<file path="src/rtl/tmcw_pkg.sv">
`timescale 1ns / 1ps
package tmcw_pkg;

  localparam int CELL_W = 16;
  localparam int CMD_W = 2;
  localparam int CHAR_W = 8;
  localparam int ATTR_W = 8;
  localparam int INDEX_W = 11;
  localparam int OUT_COL_W = 7;
  localparam int OUT_ROW_W = 5;

  localparam logic [CMD_W-1:0] CMD_PUT = 2'd0;
  localparam logic [CMD_W-1:0] CMD_CLEAR = 2'd1;
  localparam logic [CMD_W-1:0] CMD_READ = 2'd2;

  localparam logic [CHAR_W-1:0] NEWLINE_CODE = 8'd10;
  localparam logic [CHAR_W-1:0] FIRST_PRINTABLE = 8'd32;
  localparam logic [CHAR_W-1:0] LAST_PRINTABLE = 8'd127;
  localparam logic [CELL_W-1:0] BLANK_CELL = 16'h0020;

  typedef enum logic [3:0] {
    ST_INIT,
    ST_IDLE,
    ST_CLEAR,
    ST_COPY,
    ST_DRAIN,
    ST_BLANK,
    ST_PUT,
    ST_READ
  } state_t;

  typedef enum logic [1:0] {
    SW_FULL,
    SW_COPY,
    SW_LAST_ROW
  } sweep_mode_t;

  typedef struct packed {
    logic        load;
    logic        step;
    sweep_mode_t mode;
  } sweep_ctl_t;

endpackage

</file>
<file path="src/rtl/tmcw_sweep_unit.sv">
`timescale 1ns / 1ps
module tmcw_sweep_unit #(
  parameter int COLUMNS = 80,
  parameter int ROWS = 25,
  parameter int ADDR_W = 11
) (
  input  logic                 clk,
  input  logic                 rst_n,
  input  tmcw_pkg::sweep_ctl_t ctl,
  output logic [ADDR_W-1:0]    addr,
  output logic [ADDR_W-1:0]    src_addr,
  output logic                 last
);
  import tmcw_pkg::*;

  localparam int CELL_COUNT = ROWS * COLUMNS;
  localparam logic [ADDR_W-1:0] LAST_CELL = ADDR_W'(CELL_COUNT - 1);
  localparam logic [ADDR_W-1:0] ROW_START = ADDR_W'((ROWS - 1) * COLUMNS);
  localparam logic [ADDR_W-1:0] COPY_END = ADDR_W'((ROWS - 1) * COLUMNS - 1);
  localparam logic [ADDR_W-1:0] LINE_STEP = ADDR_W'(COLUMNS);

  logic [ADDR_W-1:0] cnt_r, cnt_nxt;
  sweep_mode_t       mode_r, mode_nxt;
  logic [ADDR_W-1:0] end_addr;

  always_comb begin
    cnt_nxt = cnt_r;
    mode_nxt = mode_r;
    if (ctl.load) begin
      mode_nxt = ctl.mode;
      cnt_nxt = (ctl.mode == SW_LAST_ROW) ? ROW_START : '0;
    end else if (ctl.step) begin
      cnt_nxt = cnt_r + ADDR_W'(1);
    end
  end

  always_comb begin
    case (mode_r)
      SW_FULL:     end_addr = LAST_CELL;
      SW_COPY:     end_addr = COPY_END;
      SW_LAST_ROW: end_addr = LAST_CELL;
      default:     end_addr = LAST_CELL;
    endcase
  end

  assign addr = cnt_r;
  assign src_addr = cnt_r + LINE_STEP;
  assign last = (cnt_r == end_addr);

  always_ff @(posedge clk) begin
    if (!rst_n) begin
      cnt_r <= '0;
      mode_r <= SW_FULL;
    end else begin
      cnt_r <= cnt_nxt;
      mode_r <= mode_nxt;
    end
  end

endmodule

</file>
<file path="config.mk">
export PLATFORM = sky130hd
export DESIGN_NAME = tmcw_sweep_unit
export DESIGN_NICKNAME = d
export VERILOG_FILES = /design/src/rtl/tmcw_pkg.sv /design/src/rtl/tmcw_sweep_unit.sv
export SDC_FILE = /design/constraint.sdc
export NUM_CORES = 1
export LEC_CHECK = 0
export BUFFER_PORTS_ARGS = -buffer_cell sky130_fd_sc_hd__buf_2
export CAP_MARGIN = 30
export CORE_ASPECT_RATIO = 1.2
export CORE_UTILIZATION = 30
export DETAILED_ROUTE_END_ITERATION = 8
export PLACE_DENSITY = 0.53
export SKIP_LAST_GASP = 1
export SLEW_MARGIN = 25
export SYNTH_ARGS = -nofsm -noshare
export SYNTH_HDL_FRONTEND = slang
export SYNTH_SLANG_ARGS = --single-unit
</file>
<file path="constraint.sdc">
create_clock -name clk -period 2.2 [get_ports clk]
set_input_delay 0.22 -clock clk [delete_from_list [all_inputs] [get_ports clk]]
set_output_delay 0.22 -clock clk [all_outputs]
set_load 0.1 [all_outputs]
</file>
* After elaboration in Yosys (flattened, before gate mapping)
Index checks and enable logic that the tools add are counted.
** Word-level totals
- Output and inout port bits :: 23
- Word-level logic and storage cells :: 12
- Bits in registers :: 13
- Input bits :: 6
** Cells by class
- Muxes and demuxes :: 4
- Add/sub/neg operators :: 2
- Eq/ne operators :: 3
- Reduce and logical (&&, ||, !) cells :: 1
** Operators by type and width (number)
- 11-bit two-way mux :: 3
- 11-bit by 1-bit adder with 11-bit output (second input constant) :: 1
- 11-bit by 7-bit adder with 11-bit output (second input constant) :: 1
- 11-bit equality test :: 1
- 8-bit two-way mux :: 1
- 2-bit by 1-bit equality test with 1-bit output (second input constant) :: 1
- 2-bit equality test (second input constant) :: 1
- 2-bit nonzero test :: 1

* Longest topological paths before layout
Gate-level depths: netlist (run 1).
- Word-level depth :: 3
- Mapped depth :: 6
- Mapped depth without buffers :: 5

* Worst setup path after synthesis (run 1)
Ideal clock, no wire load.
- Path kind :: flip-flop to output port
- Start :: register cnt_r[0] (netlist: addr[0])
- End :: output port last
- Path slack :: -1673 ps
- Path buffers :: 0
- Stages on the path, launching flop included :: 4
- Arrival time :: 3653 ps
- Path through :: dfxtp_1 -> ha_1 -> nand4_2 -> nor3_1
** Between the ends
- Word-level cells in the longest chain between the ends :: 1
** RTL lines
- from (decl) :: line tmcw_sweep_unit.sv:22 : logic [ADDR_W-1:0] cnt_r, cnt_nxt;
- from (signal assigned) :: line tmcw_sweep_unit.sv:55 : cnt_r <= cnt_nxt;
- 11-bit equality test :: line tmcw_sweep_unit.sv:48 : assign last = (cnt_r == end_addr);
- to (decl) :: line tmcw_sweep_unit.sv:12 : output logic last
No other way between the ends.

* Final worst setup path (run 1)
- Start :: register cnt_r[4] (netlist: addr[4])
- End :: output port src_addr[8]
** Between the ends
- Word-level cells in the longest chain between the ends :: 1
** RTL lines
- 11-bit by 7-bit adder with 11-bit output :: line tmcw_sweep_unit.sv:47 : assign src_addr = cnt_r + LINE_STEP;
- to (decl) :: line tmcw_sweep_unit.sv:11 : output logic [ADDR_W-1:0] src_addr,
No other way between the ends.

==> metrics.txt, run 1 <==
placed insts roughly 150; first-pass GRT wire length between 3000 and 4000 µm; Ports 29; core area roughly 2600 µm²; Rows 20; Crit. End Element primary output; post-synth cell types 33; CTS tree done; Horiz. Die Dim around 50 µm; largest net degree at the start of global routing 11; DR iter-0 viols 12; Final ANT Viol Nets 0; period utilization just over 90%; drc violations 0; Post-Syn Instances 97; Final GP Congestion 0.765; via count approximately 760; Syn Area/Cell around 8.5 µm²; Worst Path Required 1.98 ns; Power Density between 500 and 600 nW/µm²; Seq/Total Area, Yosys between 30% and 40%; Final Instance Count excl. Fillers between 150 and 200; P_int 0.343 mW; H-tree levels 1; Initial Util 31.9%; final hold violations 0; min-delay src rst_n; sequential share of power 47.1%; Clock Root Buffer clkbuf_4; normalized max-slew margin 58.5%; Avg WL per Cell approximately 12 µm; Reg clk slew, reported paths roughly 0.09 ns; worst-margin pin slew between 0.6 and 0.7 ns; crit path max fanout 7; maximum clock rate 496 MHz; CTS Hold Bufs 0; synthesized flop and latch total 13; Num CTS Buffers 3; Port Buffers 28; synth cell count leaders dfxtp_1, nor2_1, xnor2_1; combinational power share between 20% and 30%; peak supply drop between 0.2 and 0.3 mV; top-area cell type share of the netlist area approximately a third; hold crit path type input pin to flip-flop; unrepaired setup endpoints after global routing no; minimum clock period approximately 2.0 ns; sw frac a little under two fifths; Post-synth EDFFs 0; synthesized area around 820 µm²; CTS max path bufs 2; status finished, final reports clean; CP startpoint kind flip-flop; Clk pwr share 28.7%; r2r setup slk 0.59 ns; First-pass DRT Iterations 4; Detailed Place HPWL ~1400 µm; Layout area overhead 30.4%; fraction of registers with async set/reset 0%; die area a little under 3000 µm²; critical path arrival ~1.8 ns; most frequent cell after synthesis dfxtp_1; Synth area leaders dfxtp_1, xnor2_1, buf_4; routed wire length 1860 µm; cell taking the most area after synthesis dfxtp_1; vias in the first global route a little under 700; P_sw about 0.2 mW; max-slew violations 0; clk sinks 13; Total Power between 0.5 and 0.6 mW; critical path class flip-flop to primary output; final net count about 130; RR Startpoint addr[0]; ys flop type dfxtp_1; Ant. Diodes 0; Syn Nets approximately 110; share of post-route cells with drive strength above 1 between 40% and 50%; die height ~60 µm; leak pwr ~0.46 nW; DR vias/cell ~4.9; setup violators final 0; Skew-Pair Late Insertion Delay 0.28 ns; YS warnings 0; max-capacitance violation count 0; CP Launch Point addr[4]; global route total overflow 0; clock skew approximately 0.003 ns; total track usage between 10 and 15%; initial antenna violation count 0
==> layout make-up <==
cell class              count  area, µm²
flip-flops and latches     13        273
clock buffers               4       26.3
well taps                  33       41.3
inverters                   5       18.8
multi-input cells          71        566
fillers                   285       1510
repair buffers             29        148
==> critical path, stage by stage, from the launching register on <==
cell and delay (ns):
dfxtp_2 0.36, ha_1 0.26, o21ai_1 0.31, xnor2_4 0.14, buf_2 0.43
==> cells by family (layout without fill, tap and decap cells) <==
group / Yosys count / in the layout / synth area share [%]
compound gates: 15 / 15 / 13.1
fa+ha+maj: 2 / 2 / 3.04
buf+inv: 13 / 38 / 10.2
flops: 13 / 13 / 31.7
xor+xnor: 11 / 11 / 11.7
simple gates: 40 / 40 / 26.6
mux: 3 / 3 / 3.65
==> routing by layer <==
layer | wire length, µm | global-route usage [%]
met5 | 0 | 0
met4 | 58 | 9.39
met3 | 97 | 1.79
met2 | 818 | 21.4
met1 | 886 | 18.9
==> cell usage in the layout, fill, tap and decap left out, types with 3 or more instances in the layout <==
cell type and n:
a21oi_1 4, buf_2 28, clkbuf_4 3, dfxtp_1 5, dfxtp_2 7, inv_1 5, mux2i_1 3, nand2_1 5
nand3_1 5, nor2_1 9, nor2b_1 3, nor3_1 4, o21ai_0 4, xnor2_1 4
==> power by group through the flow <==
| stage | registers [mW] | logic (mW) | clock network, mW |
|---|---|---|---|
| after floorplan | 0.295 | 0.0822 | 0 |
| after global placement | 0.262 | 0.132 | 0 |
| after detailed placement | 0.262 | 0.133 | 0 |
| after CTS | 0.257 | 0.133 | 0.161 |
| after global routing | 0.259 | 0.139 | 0.174 |
| final | 0.257 | 0.132 | 0.156 |
==> through the flow <==
stage                     setup slack, ns  hold slack, ns  utilization [%]  instance area, µm²  TNS (ns)
after global routing               0.0928           0.188             41.6                1070         0
after detailed placement            0.333           0.480             40.6                1050         0
after global placement              0.370           0.477             40.6                1050         0
after CTS                          0.0181           0.184             41.6                1070         0
after floorplan                    -0.225           0.348                -                 922    -0.225
final                               0.184           0.188             41.6                1070         0
==> what timing repair did <==
item                       4_1_cts  5_1_grt
setup buffers                    0        0
gates resized for setup          0        1
setup endpoints to repair        0        1
==> sequential cells by signal, summed over array words and instances, names as in the netlist <==
register,cells
mode_r,2
addr,11
==> worst paths after layout <==
check,depth (start not counted),endpoint
hold / removal,2,mode_r[0]
setup reg to reg,4,addr[8]
hold reg to reg,2,mode_r[1]
setup / recovery,4,src_addr[8]
(Power assumes the default switching activity.)
==> run 2, diff against run 1 <==
- CORE_ASPECT_RATIO: 1.2 -> 0.5
- HOLD_SLACK_MARGIN: unset -> 0.12
==> run 2 against run 1 <==
Net effect:
- global-route usage increased by 0.81 points
- worst hold slack improved by 0.044 ns
- worst setup slack improved by 0.093 ns
- first-iteration DRC count increased to 2.6 times the previous value
- sequential share of layout area decreased by 1.0 points
- register-to-register slack got worse by 0.02 ns
- flip-flop and latch count unchanged
- die area increased by 0.41%
- clock skew decreased by 0.0019 ns
- critical endpoint unchanged
==> metrics.txt, run 2 (same netlist as run 1, synthesis figures left out) <==
status finished, final reports clean; leak pwr approximately 0.47 nW; worst-margin pin slew just under 0.6 ns; minimum clock period a little under 2 ns; crit path max fanout 7; min-delay src rst_n; combinational power share between 20 and 25%; first-pass GRT wire length ~3300 µm; Fin Setup TNS 0 ns; P_sw roughly 0.21 mW; H-tree levels 1; routed wire length 1960 µm; Reg clk slew, reported paths about 0.06 ns; Ant. Diodes 0; Total Power between 0.6 and 0.7 mW; commonest non-fill, non-tap cells in the layout buf_2, nor2_1, dfxtp_2; Final GP Congestion 0.751; Clock Root Buffer clkbuf_8; slowest CP cell o21ai_0; sequential share of power between 40% and 50%; largest stage delay on the critical path approximately 0.46 ns; normalized max-slew margin roughly 60%; Ports 29; r2r setup slk between 0.5 and 0.6 ns; M1 WL between 1000 and 1500 µm; vias in the first global route 662; hold crit path type input pin to flip-flop; share of post-route cells with drive strength above 1 42.1%; drc violations 0; period utilization between 80% and 90%; CP endpoint src_addr[8]; initial antenna violation count 0; Clk pwr share 35.5%; Final ANT Viol Nets 0; Layout area overhead 35.8%; Initial Util 34.2%; number of fill cells roughly 250; die area ~3000 µm²; met2 wire length 762 µm; Final Core Density 46.5%; most common cell after layout, fill and taps aside buf_2; RR Startpoint addr[0]; setup violators final 0; post-CTS sizing 0; P_int ~0.41 mW; DR iter-0 viols 31; critical path arrival about 1.7 ns; Skew-Pair Late Insertion Delay between 0.2 and 0.25 ns; sw frac about a third; Worst Reg-to-Reg Cells 4; CTS max path bufs 2; CTS tree done; CTS Hold Bufs 0; maximum clock rate ~520 MHz; CP Launch Point addr[4]; peak supply drop 0.362 mV; CP startpoint kind flip-flop; Num CTS Buffers 3; Power Density 551 nW/µm²; routed wl met3 130 µm; Rows 12; total track usage between 10% and 20%; Final Instance Count excl. Fillers ~160; clock skew approximately 0.0012 ns; clk sinks 13; largest net degree at the start of global routing 11; Crit. End Element primary output; critical path class flip-flop to primary output; Horiz. Die Dim between 70 and 80 µm; final hold violations 0; Critical Path, Cell by Cell ha_1 > o21ai_0 > xnor2_4 > buf_12; postcts setup bufs 0; Crit Reg-Reg Endpoint addr[8]; core area 2400 µm²; placed insts approximately 150; top layer in use met4; die height between 30 and 40 µm; unrepaired setup endpoints after global routing no; global route total overflow 0; First-pass DRT Iterations 4; final net count between 100 and 150; Detailed Place HPWL roughly 1500 µm; Largest register FFs 11; max-slew violations 0; Worst Path Required 1.98 ns; DR vias/cell 4.90; via count between 700 and 800; Port Buffers 28; Avg WL per Cell about 13 µm; max-capacitance violation count 0
[run 2: layout make-up]
cell class / count / area [µm²] / area share [%]
Multi-Input combinational cell: 71 / 566 / 50.7
Sequential cell: 13 / 273 / 24.4
Timing Repair Buffer: 28 / 170 / 15.2
Clock buffer: 4 / 45.0 / 4.04
Tap cell: 35 / 43.8 / 3.92
Inverter: 5 / 18.8 / 1.68
[run 2: through the flow]
stage / cell area, µm² / setup WS, ns / hold slack, ns
after detailed placement: 1070 / 0.522 / 0.483
after floorplan: 922 / -0.225 / 0.348
after global placement: 1070 / 0.551 / 0.487
after CTS: 1120 / 0.255 / 0.230
final: 1120 / 0.277 / 0.232
after global routing: 1120 / 0.186 / 0.267
[run 2: worst min-delay path by stage]
stage	to	slack, ns	cells past startpoint
6_report	mode_r[1]	0.23	2
4_1_cts	mode_r[1]	0.23	2
3_3_place_gp	mode_r[1]	0.49	2
2_1_floorplan	mode_r[1]	0.35	1
3_5_place_dp	mode_r[1]	0.48	2
5_1_grt	mode_r[0]	0.27	2
[run 2: power groups by stage]
stage          clock (mW)  sequential (mW)  combinational [mW]
2_1_floorplan           0            0.295              0.0822
3_3_place_gp            0            0.262               0.140
3_5_place_dp            0            0.263               0.139
4_1_cts             0.224            0.257               0.140
5_1_grt             0.244            0.259               0.146
6_report            0.218            0.258               0.139
[run 2: critical path, delay by kind of cell (launching register included)]
kind,cells,cell delay [ns]
AO/OA/AOI/OAI,1,0.46
XOR/XNOR,1,0.18
adder cells (fa/ha/maj),1,0.27
buffers and inverters,1,0.19
flip-flops,1,0.36
[run 2: routing by layer]
layer | vias to the layer above | track usage [%]
met5 | - | 0
li1 | 383 | -
met3 | 2 | 5.41
met4 | 0 | 4.33
met1 | 347 | 20.4
met2 | 32 | 22.0
